**config.mk**
```make
export PLATFORM = sky130hd
export DESIGN_NAME = display_list_row_walker
export DESIGN_NICKNAME = d
export VERILOG_FILES = /design/src/rtl/dlrw_pkg.sv /design/src/rtl/display_list_row_walker.sv /design/src/rtl/dlrw_ctrl.sv /design/src/rtl/dlrw_datapath.sv
export SDC_FILE = /design/constraint.sdc
export NUM_CORES = 1
export LEC_CHECK = 0
export BUFFER_PORTS_ARGS = -buffer_cell sky130_fd_sc_hd__buf_2
export CORE_ASPECT_RATIO = 0.5
export CORE_MARGIN = 3
export CORE_UTILIZATION = 54
export DETAILED_ROUTE_END_ITERATION = 6
export GPL_ROUTABILITY_DRIVEN = 0
export HOLD_SLACK_MARGIN = 0.05
export PLACE_DENSITY = 0.78
export SLEW_MARGIN = 10
export SYNTH_ARGS = -nofsm -noshare
export SYNTH_HDL_FRONTEND = slang
export SYNTH_HIERARCHICAL = 1
export SYNTH_SLANG_ARGS = --single-unit
```
**constraint.sdc**
```tcl
create_clock -name clk_i -period 6.3 [get_ports clk_i]
set_input_delay 1.575 -clock clk_i [delete_from_list [all_inputs] [get_ports clk_i]]
set_output_delay 1.575 -clock clk_i [all_outputs]
set_load 0.05 [all_outputs]
```
**src/rtl/dlrw_pkg.sv**
```systemverilog
// Package for the display-list row walker.
// Holds the item structs, row kind codes, register indexes and decode tables.
// Used by dlrw_ctrl, dlrw_datapath and display_list_row_walker.
package dlrw_pkg;

  localparam int SCREEN_ROWS_DEF      = 30;
  localparam int MAX_INSTRUCTIONS_DEF = 1024;

  localparam int CFG_IDX_W  = 1;
  localparam int CFG_DATA_W = 2;

  localparam logic [CFG_IDX_W-1:0] REG_PLAYFIELD_WIDTH = 1'd0;
  localparam logic [CFG_IDX_W-1:0] REG_DMA_ENABLE      = 1'd1;

  localparam logic [1:0] ROW_TEXT   = 2'd0;
  localparam logic [1:0] ROW_BLANK  = 2'd1;
  localparam logic [1:0] ROW_SPACER = 2'd2;
  localparam logic [1:0] ROW_FILL   = 2'd3;

  localparam logic [7:0] OPC_MASK = 8'h4f;

  localparam logic [5:0] WIDE_TEXT   [4] = '{6'd0, 6'd32, 6'd40, 6'd48};
  localparam logic [5:0] NARROW_TEXT [4] = '{6'd0, 6'd16, 6'd20, 6'd24};
  localparam logic [5:0] GFX_WIDTH   [8] = '{6'd10, 6'd10, 6'd20, 6'd20,
                                             6'd20, 6'd40, 6'd40, 6'd40};
  localparam logic [3:0] GFX_LINES   [8] = '{4'd8, 4'd4, 4'd4, 4'd2,
                                             4'd1, 4'd2, 4'd1, 4'd1};

  typedef struct packed {
    logic [7:0] list_byte;
    logic       frame_start;
  } dlrw_in_t;

  typedef struct packed {
    logic [1:0]  row_kind;
    logic [15:0] screen_address;
    logic        address_valid;
    logic [5:0]  row_width;
    logic [4:0]  row_number;
    logic        last;
    logic        frame_done;
  } dlrw_out_t;

  typedef struct packed {
    logic       accept;
    logic       emit;
    logic [1:0] kind;
  } dlrw_cmd_t;

  typedef struct packed {
    logic plan_text;
    logic plan_spacer;
    logic plan_blank;
    logic plan_fill;
    logic out_free;
  } dlrw_status_t;

endpackage

```
**src/rtl/display_list_row_walker.sv**
```systemverilog
// Display-list row walker, top level.
// Joins the controller dlrw_ctrl and the datapath dlrw_datapath; uses dlrw_pkg.
//
//   channel | direction | handshake               | payload
//   --------+-----------+-------------------------+-----------------------------
//   in      | input     | in_valid_i / in_stall_o | dlrw_in_t: byte, frame start
//   out     | output    | out_valid_o/out_stall_i | dlrw_out_t: one row
//   cfg     | input     | cfg_we_i                | cfg_index_i, cfg_data_i
//
// The row sequencer issues the rows of each item into the output register,
// one row per cycle while the output is not stalled.
// A frame-ending item may produce up to SCREEN_ROWS fill rows.
// Out stall holds the sequencer; the next item is taken once its last row
// has entered the output register.
// Reset is asynchronous, active low, and needs no clearing pass.
module display_list_row_walker #(
  parameter int SCREEN_ROWS      = dlrw_pkg::SCREEN_ROWS_DEF,
  parameter int MAX_INSTRUCTIONS = dlrw_pkg::MAX_INSTRUCTIONS_DEF
) (
  input  logic                            clk_i,
  input  logic                            rst_ni,
  input  logic                            in_valid_i,
  output logic                            in_stall_o,
  input  dlrw_pkg::dlrw_in_t              in_item_i,
  output logic                            out_valid_o,
  input  logic                            out_stall_i,
  output dlrw_pkg::dlrw_out_t             out_item_o,
  input  logic                            cfg_we_i,
  input  logic [dlrw_pkg::CFG_IDX_W-1:0]  cfg_index_i,
  input  logic [dlrw_pkg::CFG_DATA_W-1:0] cfg_data_i
);

  dlrw_pkg::dlrw_cmd_t    cmd;
  dlrw_pkg::dlrw_status_t status;

  dlrw_ctrl u_ctrl (
    .clk_i      (clk_i),
    .rst_ni     (rst_ni),
    .in_valid_i (in_valid_i),
    .in_stall_o (in_stall_o),
    .status_i   (status),
    .cmd_o      (cmd)
  );

  dlrw_datapath #(
    .SCREEN_ROWS      (SCREEN_ROWS),
    .MAX_INSTRUCTIONS (MAX_INSTRUCTIONS)
  ) u_datapath (
    .clk_i       (clk_i),
    .rst_ni      (rst_ni),
    .in_item_i   (in_item_i),
    .out_valid_o (out_valid_o),
    .out_stall_i (out_stall_i),
    .out_item_o  (out_item_o),
    .cfg_we_i    (cfg_we_i),
    .cfg_index_i (cfg_index_i),
    .cfg_data_i  (cfg_data_i),
    .cmd_i       (cmd),
    .status_o    (status)
  );

endmodule

```
**src/rtl/dlrw_ctrl.sv**
```systemverilog
// Controller for the display-list row walker.
// Takes in one item, then walks the planned rows one per cycle while the output is free.
// Depends on dlrw_pkg.
module dlrw_ctrl (
  input  logic                  clk_i,
  input  logic                  rst_ni,
  input  logic                  in_valid_i,
  output logic                  in_stall_o,
  input  dlrw_pkg::dlrw_status_t status_i,
  output dlrw_pkg::dlrw_cmd_t    cmd_o
);

  typedef enum logic {
    ST_IDLE,
    ST_EMIT
  } state_e;

  state_e state_q, state_d;
  logic   any_plan;

  assign any_plan = status_i.plan_text | status_i.plan_spacer |
                    status_i.plan_blank | status_i.plan_fill;

  always_comb begin
    state_d     = state_q;
    in_stall_o  = 1'b1;
    cmd_o       = '0;
    cmd_o.kind  = dlrw_pkg::ROW_TEXT;
    case (state_q)
      ST_IDLE: begin
        in_stall_o = 1'b0;
        if (in_valid_i) begin
          cmd_o.accept = 1'b1;
          state_d      = ST_EMIT;
        end
      end
      ST_EMIT: begin
        if (!any_plan) begin
          state_d = ST_IDLE;
        end else begin
          cmd_o.emit = status_i.out_free;
          if (status_i.plan_text) begin
            cmd_o.kind = dlrw_pkg::ROW_TEXT;
          end else if (status_i.plan_spacer) begin
            cmd_o.kind = dlrw_pkg::ROW_SPACER;
          end else if (status_i.plan_blank) begin
            cmd_o.kind = dlrw_pkg::ROW_BLANK;
          end else begin
            cmd_o.kind = dlrw_pkg::ROW_FILL;
          end
        end
      end
      default: begin
        state_d = ST_IDLE;
      end
    endcase
  end

  always_ff @(posedge clk_i or negedge rst_ni) begin
    if (!rst_ni) begin
      state_q <= ST_IDLE;
    end else begin
      state_q <= state_d;
    end
  end

endmodule

```
**src/rtl/dlrw_datapath.sv**
```systemverilog
// Datapath for the display-list row walker.
// Holds frame state, config registers, the row plan and the output register.
// Depends on dlrw_pkg.
module dlrw_datapath #(
  parameter int SCREEN_ROWS      = dlrw_pkg::SCREEN_ROWS_DEF,
  parameter int MAX_INSTRUCTIONS = dlrw_pkg::MAX_INSTRUCTIONS_DEF
) (
  input  logic                              clk_i,
  input  logic                              rst_ni,
  input  dlrw_pkg::dlrw_in_t                in_item_i,
  output logic                              out_valid_o,
  input  logic                              out_stall_i,
  output dlrw_pkg::dlrw_out_t               out_item_o,
  input  logic                              cfg_we_i,
  input  logic [dlrw_pkg::CFG_IDX_W-1:0]    cfg_index_i,
  input  logic [dlrw_pkg::CFG_DATA_W-1:0]   cfg_data_i,
  input  dlrw_pkg::dlrw_cmd_t               cmd_i,
  output dlrw_pkg::dlrw_status_t            status_o
);

  localparam int RW = $clog2(SCREEN_ROWS + 1);
  localparam int CW = $clog2(MAX_INSTRUCTIONS + 1);
  localparam logic [RW-1:0] ROWS_MAX  = RW'(SCREEN_ROWS);
  localparam logic [CW-1:0] INSTR_MAX = CW'(MAX_INSTRUCTIONS);

  typedef enum logic [1:0] {
    PH_OPCODE,
    PH_ADDR_LO,
    PH_ADDR_HI
  } phase_e;

  // config
  logic [1:0] pf_q;
  logic       dma_q;

  // frame state
  phase_e        phase_q, phase_d;
  logic [7:0]    pending_q, pending_d;
  logic [7:0]    low_q, low_d;
  logic [2:0]    blank_q, blank_d;
  logic [15:0]   addr_q, addr_d;
  logic          loaded_q, loaded_d;
  logic [RW-1:0] rows_q, rows_d;
  logic [CW-1:0] cnt_q, cnt_d;
  logic          ended_q, ended_d;

  // row plan
  logic          p_text_q, p_text_d;
  logic          p_spacer_q, p_spacer_d;
  logic          p_blank_q, p_blank_d;
  logic          p_fill_q, p_fill_d;
  logic [15:0]   text_addr_q, text_addr_d;
  logic [5:0]    text_wid_q, text_wid_d;

  // output register
  logic                out_valid_q, out_valid_d;
  dlrw_pkg::dlrw_out_t out_q, out_d;

  // decode temporaries
  phase_e        phase_c;
  logic [7:0]    pending_c, low_c;
  logic [2:0]    blank_c;
  logic [15:0]   addr_c;
  logic          loaded_c, ended_c;
  logic [CW-1:0] cnt_c, cnt_n;
  logic          do_finish, jvb;
  logic [7:0]    instr;
  logic [3:0]    mode;
  logic [3:0]    bl_new;
  logic [5:0]    wid;
  logic [RW-1:0] rows_n;
  logic          done, more;
  logic          out_free;

  assign out_free = !out_valid_q || !out_stall_i;

  always_comb begin
    phase_d     = phase_q;
    pending_d   = pending_q;
    low_d       = low_q;
    blank_d     = blank_q;
    addr_d      = addr_q;
    loaded_d    = loaded_q;
    rows_d      = rows_q;
    cnt_d       = cnt_q;
    ended_d     = ended_q;
    p_text_d    = p_text_q;
    p_spacer_d  = p_spacer_q;
    p_blank_d   = p_blank_q;
    p_fill_d    = p_fill_q;
    text_addr_d = text_addr_q;
    text_wid_d  = text_wid_q;
    out_valid_d = out_valid_q && out_stall_i;
    out_d       = out_q;

    phase_c   = phase_q;
    pending_c = pending_q;
    low_c     = low_q;
    blank_c   = blank_q;
    addr_c    = addr_q;
    loaded_c  = loaded_q;
    ended_c   = ended_q;
    cnt_c     = cnt_q;
    if (in_item_i.frame_start) begin
      phase_c   = PH_OPCODE;
      pending_c = '0;
      low_c     = '0;
      blank_c   = '0;
      addr_c    = '0;
      loaded_c  = 1'b0;
      ended_c   = 1'b0;
      cnt_c     = '0;
    end

    do_finish = 1'b0;
    jvb       = 1'b0;
    instr     = in_item_i.list_byte;
    mode      = '0;
    bl_new    = {1'b0, blank_c};
    wid       = '0;
    cnt_n     = cnt_c;
    rows_n    = rows_q + RW'(1);
    done      = 1'b0;
    more      = 1'b0;

    if (cmd_i.accept && dma_q) begin
      if (in_item_i.frame_start) begin
        phase_d   = phase_c;
        pending_d = pending_c;
        low_d     = low_c;
        blank_d   = blank_c;
        addr_d    = addr_c;
        loaded_d  = loaded_c;
        rows_d    = '0;
        cnt_d     = cnt_c;
        ended_d   = ended_c;
      end
      p_text_d   = 1'b0;
      p_spacer_d = 1'b0;
      p_blank_d  = 1'b0;
      p_fill_d   = 1'b0;
      if (!ended_c) begin
        case (phase_c)
          PH_ADDR_LO: begin
            low_d   = in_item_i.list_byte;
            phase_d = PH_ADDR_HI;
          end
          PH_ADDR_HI: begin
            addr_c    = {in_item_i.list_byte, low_c};
            loaded_c  = 1'b1;
            addr_d    = addr_c;
            loaded_d  = 1'b1;
            phase_d   = PH_OPCODE;
            do_finish = 1'b1;
            instr     = pending_c;
          end
          default: begin
            pending_d = in_item_i.list_byte;
            phase_d   = PH_OPCODE;
            if (in_item_i.list_byte[6] && (in_item_i.list_byte[3:0] >= 4'd2)) begin
              phase_d = PH_ADDR_LO;
            end else begin
              do_finish = 1'b1;
            end
          end
        endcase

        if (do_finish) begin
          mode = instr[3:0];
          if (mode == 4'd0) begin
            bl_new = {1'b0, blank_c} + {1'b0, instr[6:4]} + 4'd1;
          end else if (mode == 4'd1) begin
            jvb = instr[6];
          end else if (mode <= 4'd7) begin
            bl_new     = '0;
            p_text_d   = 1'b1;
            p_spacer_d = (mode == 4'd7);
            wid        = (mode <= 4'd5) ? dlrw_pkg::WIDE_TEXT[pf_q]
                                        : dlrw_pkg::NARROW_TEXT[pf_q];
          end else begin
            bl_new = {1'b0, blank_c} + dlrw_pkg::GFX_LINES[mode[2:0]];
            wid    = dlrw_pkg::GFX_WIDTH[mode[2:0]];
          end
          text_addr_d = addr_c;
          text_wid_d  = wid;
          if (jvb) begin
            p_fill_d = 1'b1;
          end else begin
            p_blank_d = bl_new[3];
            blank_d   = bl_new[2:0];
            if (loaded_c) begin
              addr_d = addr_c + 16'(wid);
            end
            if (cnt_c < INSTR_MAX) begin
              cnt_n = cnt_c + CW'(1);
            end
            cnt_d    = cnt_n;
            p_fill_d = (cnt_n >= INSTR_MAX);
          end
        end
      end
    end

    if (cmd_i.emit) begin
      done = (rows_n >= ROWS_MAX);
      case (cmd_i.kind)
        dlrw_pkg::ROW_TEXT:   more = p_spacer_q | p_blank_q | p_fill_q;
        dlrw_pkg::ROW_SPACER: more = p_blank_q | p_fill_q;
        dlrw_pkg::ROW_BLANK:  more = p_fill_q;
        default:              more = 1'b1;
      endcase
      out_valid_d          = 1'b1;
      out_d.row_kind       = cmd_i.kind;
      out_d.screen_address = (cmd_i.kind == dlrw_pkg::ROW_TEXT && loaded_q) ?
                             text_addr_q : 16'd0;
      out_d.address_valid  = loaded_q;
      out_d.row_width      = (cmd_i.kind == dlrw_pkg::ROW_TEXT) ? text_wid_q : 6'd0;
      out_d.row_number     = 5'(rows_q);
      out_d.last           = done || !more;
      out_d.frame_done     = done;
      rows_d               = rows_n;
      if (done) begin
        ended_d    = 1'b1;
        p_text_d   = 1'b0;
        p_spacer_d = 1'b0;
        p_blank_d  = 1'b0;
        p_fill_d   = 1'b0;
      end else begin
        case (cmd_i.kind)
          dlrw_pkg::ROW_TEXT:   p_text_d   = 1'b0;
          dlrw_pkg::ROW_SPACER: p_spacer_d = 1'b0;
          dlrw_pkg::ROW_BLANK:  p_blank_d  = 1'b0;
          default:              p_fill_d   = 1'b1;
        endcase
      end
    end
  end

  always_ff @(posedge clk_i or negedge rst_ni) begin
    if (!rst_ni) begin
      pf_q        <= 2'd2;
      dma_q       <= 1'b1;
      phase_q     <= PH_OPCODE;
      pending_q   <= '0;
      low_q       <= '0;
      blank_q     <= '0;
      addr_q      <= '0;
      loaded_q    <= 1'b0;
      rows_q      <= '0;
      cnt_q       <= '0;
      ended_q     <= 1'b0;
      p_text_q    <= 1'b0;
      p_spacer_q  <= 1'b0;
      p_blank_q   <= 1'b0;
      p_fill_q    <= 1'b0;
      out_valid_q <= 1'b0;
    end else begin
      if (cfg_we_i) begin
        case (cfg_index_i)
          dlrw_pkg::REG_PLAYFIELD_WIDTH: pf_q  <= cfg_data_i[1:0];
          dlrw_pkg::REG_DMA_ENABLE:      dma_q <= cfg_data_i[0];
          default: ;
        endcase
      end
      phase_q     <= phase_d;
      pending_q   <= pending_d;
      low_q       <= low_d;
      blank_q     <= blank_d;
      addr_q      <= addr_d;
      loaded_q    <= loaded_d;
      rows_q      <= rows_d;
      cnt_q       <= cnt_d;
      ended_q     <= ended_d;
      p_text_q    <= p_text_d;
      p_spacer_q  <= p_spacer_d;
      p_blank_q   <= p_blank_d;
      p_fill_q    <= p_fill_d;
      out_valid_q <= out_valid_d;
    end
  end

  always_ff @(posedge clk_i) begin
    text_addr_q <= text_addr_d;
    text_wid_q  <= text_wid_d;
    out_q       <= out_d;
  end

  assign out_valid_o = out_valid_q;
  assign out_item_o  = out_q;

  assign status_o.plan_text   = p_text_q;
  assign status_o.plan_spacer = p_spacer_q;
  assign status_o.plan_blank  = p_blank_q;
  assign status_o.plan_fill   = p_fill_q;
  assign status_o.out_free    = out_free;

endmodule
```
==> impl_metrics.csv <==
group,metric,value,unit
logic_synthesis,post_synth_design_cell_area,6220,um^2
timing,final.setup.worst_slack,0.905,ns
floorplanning,placeableCoreArea,11100,um^2
power,part_of_the_power_in_combinational_logic,29.3,%
timing,final-setup-viol-count,0,
global_routing,global_route_wire_length_before_repair,23.4,mm
power,power.static_leakage,0.00301,uW
global_routing,grt_antenna_before_repair,0,
global_routing,grt_overflow,0,
setup_path,crit-reg2reg-launch,"u_datapath/phase_q[1]",
route,met1Wirelength,6.57,mm
cts,clk-insertion-delay-late,0.41,ns
timing,worst_slew_pin_slew,1.16,ns
cts,cts.sinks,115,
route,detail_route.iter0.violations,507,
power,design_power_total,3110,uW
worst_hold_path,worstHoldPathCells,2,
setup_path,path_max_fanout,8,
timing,timing.final.crit_period,5.40,ns
setup_path,path_class,"in2reg",
power,power_switching,1080,uW
layout,utilization,65.0,%
cts,cts_tree,"built",
setup_path,reg2reg_slack,1.93,ns
logic_synthesis,synth.yosys.warnings,6,
timing,final.setup_skew,0.00852,ns
cts,cts.repair_timing.setup_buffer_count,0,
setup_path,data_arrival_at_the_endpoint_of_the_critical_path,5.68,ns
worst_hold_path,worst_min_delay_path_endpoint,"u_datapath/addr_q[11]",
logic_synthesis,syn_area_per_cell,10.6,um^2
setup_path,timing.rr.end,"u_datapath/addr_q[14]",
route,routed-via-count,4846,
logic_synthesis,yosys-top-cells-area,"sky130_fd_sc_hd__edfxtp_1, sky130_fd_sc_hd__dfrtp_1, sky130_fd_sc_hd__ha_1",
logic_synthesis,synth_top_cell_area_share,25.1,%
logic_synthesis,syn-num-nets,625,
route,post_drt_via_cell_ratio,6.16,
route,detailroute.wirelength.met2,6.21,mm
cts,postCtsResizedCells,0,
power,ir_worst_vdd,178,uV
worst_hold_path,min-delay-path-class,"reg2reg",
timing,rsz0062_at_grt,"no",
layout,most-common-layout-cells,"sky130_fd_sc_hd__nand2_1, sky130_fd_sc_hd__dfrtp_1, sky130_fd_sc_hd__edfxtp_1",
cts,tritoncts.num_buffers,17,
logic_synthesis,synth.distinct_cells,79,
global_routing,grt_util_all_layers,23.8,%
route,drt-wirelength-per-cell,18.3,um
logic_synthesis,edff_count_synth,52,
route,drt-total-wl,14.4,mm
route,antenna_violating_nets_post_route,0,
place,detailedPlace.worstSlack,0.581,ns
floorplanning,initial_utilization,55.9,%
route,metal3_wl,1.38,mm
power,seq_power_share,36.2,%
cts,cts_max_level,4,
power,internal_dissipation,2030,uW
place,place_hpwl,9.86,mm
run_status,status,"complete, no violations",
place,place.port_buffers,49,
power,power_per_cell_area,431,nW/um^2
cts,cts_hold_buffers,0,
timing,timing_hold_violations_final,0,
floorplanning,die_height,81.9,um
route,drtPass1Iterations,5,
cts,max-clock-path-buffers,2,
timing,totalNegativeSetupSlack,0,ns
layout,area_growth_syn_to_layout,16.2,%
global_routing,number_of_global_route_vias_before_repair,4565,
timing,timing.final.max_slew_violations,0,
logic_synthesis,syn-instance-count,584,
layout,antenna-diode-count,0,
setup_path,worstSetupStartpointType,"primary input",
setup_path,cp-end-kind,"flip-flop",
job,timing.max_cap.violations,0,
floorplanning,ioPinCount,51,
route,highest-signal-layer,"met4",
layout,finalNetCount,670,
cts,cts_root_buffer,"sky130_fd_sc_hd__clkbuf_16",
global_routing,grt_start_max_net_pins,64,
floorplanning,area_of_the_die,12900,um^2
logic_synthesis,synth_flop_cell,"sky130_fd_sc_hd__dfrtp_1",
route,drc_errors,0,
setup_path,worst_setup_path_startpoint,"in_item_i[0]",
floorplanning,die_w,158,um
logic_synthesis,ys_ff_latch,115,
layout,mostFrequentLayoutCell,"sky130_fd_sc_hd__nand2_1",
timing,clock.fmax,0.185,GHz
worst_hold_path,startpoint_of_the_tightest_hold_check_path,"u_datapath/addr_q[11]",
setup_path,critPathRequiredTime,6.59,ns
power,clkPwrFrac,34.6,%
logic_synthesis,async_flop_share,54.8,%
floorplanning,rows,27,
cts,clk_pin_slew_worst_paths,0.05,ns
logic_synthesis,yosysSeqAreaShare,50.5,%
timing,fin_worst_hold_slack,0.475,ns
timing,layout_worst_path_cycle_share,85.6,%
layout,layout-drive-gt1-share,17.6,%
setup_path,reg2regPathDepth,18,
timing,relSlewSlack,22.3,%
logic_synthesis,synth.largest_area_cell,"sky130_fd_sc_hd__edfxtp_1",
power,p_sw_share,34.8,%
state kept, by name (all words and copies together), names as in the netlist:
| name | count |
|---|---|
| u_datapath/out_valid_o | 1 |
| u_datapath/low_q | 8 |
| u_datapath/p_blank_q | 1 |
| u_datapath/pf_q | 2 |
| u_datapath/addr_q | 16 |
| u_datapath/blank_q | 3 |
| u_datapath/p_spacer_q | 1 |
| u_datapath/pending_q | 7 |
| u_ctrl/state_q | 1 |
| u_datapath/ended_q | 1 |
| u_datapath/out_item_o | 31 |
| u_datapath/p_fill_q | 1 |
| u_datapath/dma_q | 1 |
| u_datapath/loaded_q | 1 |
| u_datapath/phase_q | 2 |
| u_datapath/text_wid_q | 5 |
| u_datapath/cnt_q | 11 |
| u_datapath/p_text_q | 1 |
| u_datapath/rows_q | 5 |
| u_datapath/text_addr_q | 16 |
Yosys cell counts, types with 9 or more instances:
cell,count
sky130_fd_sc_hd__clkbuf_1,14
sky130_fd_sc_hd__nor2_1,34
sky130_fd_sc_hd__dfrtp_1,61
sky130_fd_sc_hd__ha_1,21
sky130_fd_sc_hd__nand2_1,67
sky130_fd_sc_hd__nand3_1,31
sky130_fd_sc_hd__a21oi_1,23
sky130_fd_sc_hd__mux2i_1,15
sky130_fd_sc_hd__nand2b_1,9
sky130_fd_sc_hd__o21ai_0,25
sky130_fd_sc_hd__nor2b_1,11
sky130_fd_sc_hd__xnor2_1,10
sky130_fd_sc_hd__and3_1,19
sky130_fd_sc_hd__nor3_1,10
sky130_fd_sc_hd__edfxtp_1,52
sky130_fd_sc_hd__inv_1,23
metal layers:
| metal | vias up | track usage (%) |
|---|---|---|
| li1 | 2247 | - |
| met1 | 2351 | 33.5 |
| met2 | 213 | 35.8 |
| met3 | 35 | 6.68 |
| met4 | 0 | 7.79 |
| met5 | - | 0 |
stage by stage:
stage                     std cells  cell area (um^2)
after floorplan                 584              6220
after CTS                       787              7220
final                           787              7220
after detailed placement        755              6560
after global placement          755              6560
after global routing            787              7220
power groups by stage:
stage	Sequential, uW	Combinational [uW]	Clock, uW
2_1_floorplan	1270	538	0
6_report	1130	911	1080
5_1_grt	1150	997	1140
3_5_place_dp	1140	900	0
4_1_cts	1120	906	1090
3_3_place_gp	1130	875	0
worst max-delay path, stage by stage:
cell                       delay [ns]
sky130_fd_sc_hd__buf_2           0.11
sky130_fd_sc_hd__inv_1           0.08
sky130_fd_sc_hd__nand2_1         0.08
sky130_fd_sc_hd__inv_1           0.06
sky130_fd_sc_hd__ha_1            0.25
sky130_fd_sc_hd__buf_4           0.19
sky130_fd_sc_hd__nand3_1         0.08
sky130_fd_sc_hd__o21ai_0         0.19
sky130_fd_sc_hd__inv_1           0.13
sky130_fd_sc_hd__ha_1            0.25
sky130_fd_sc_hd__a211oi_1        0.44
sky130_fd_sc_hd__xnor2_1         0.18
sky130_fd_sc_hd__a21oi_1         0.08
sky130_fd_sc_hd__a311oi_1        0.34
sky130_fd_sc_hd__ha_1            0.30
sky130_fd_sc_hd__o21ai_0         0.12
sky130_fd_sc_hd__o21a_1          0.23
sky130_fd_sc_hd__or2_2           0.36
sky130_fd_sc_hd__o311a_1         0.36
sky130_fd_sc_hd__a221o_1         0.26
worst max-delay path by stage:
stage                                  to  cells after the start
finish              u_datapath/addr_q[14]                     20
CTS                 u_datapath/addr_q[14]                     20
detailed placement  u_datapath/addr_q[14]                     20
global placement    u_datapath/addr_q[14]                     20
global route        u_datapath/addr_q[14]                     20
floorplan           u_datapath/addr_q[14]                     25
logic make-up after synthesis:
family / Yosys count / synth area share [%]
and+or+nand+nor: 217 / 18.0
buffers and inverters: 57 / 4.12
adders and majority gates: 25 / 5.35
other: 1 / 0.0603
muxes: 19 / 3.14
xor gates and xnor gates: 18 / 2.54
AOI/OAI and AO/OA: 132 / 16.3
DFF: 115 / 50.5
cell type report:
cell class / instances / area [um^2]
sequential: 115 / 3140
clock buffer: 18 / 429
multi-input combinational: 412 / 2830
timing repair buffer: 59 / 320
tap: 145 / 181
clock inverter: 14 / 234
inverter: 24 / 90.1
fill: 844 / 3890
No activity file was read; power rests on OpenSTA's default activity.
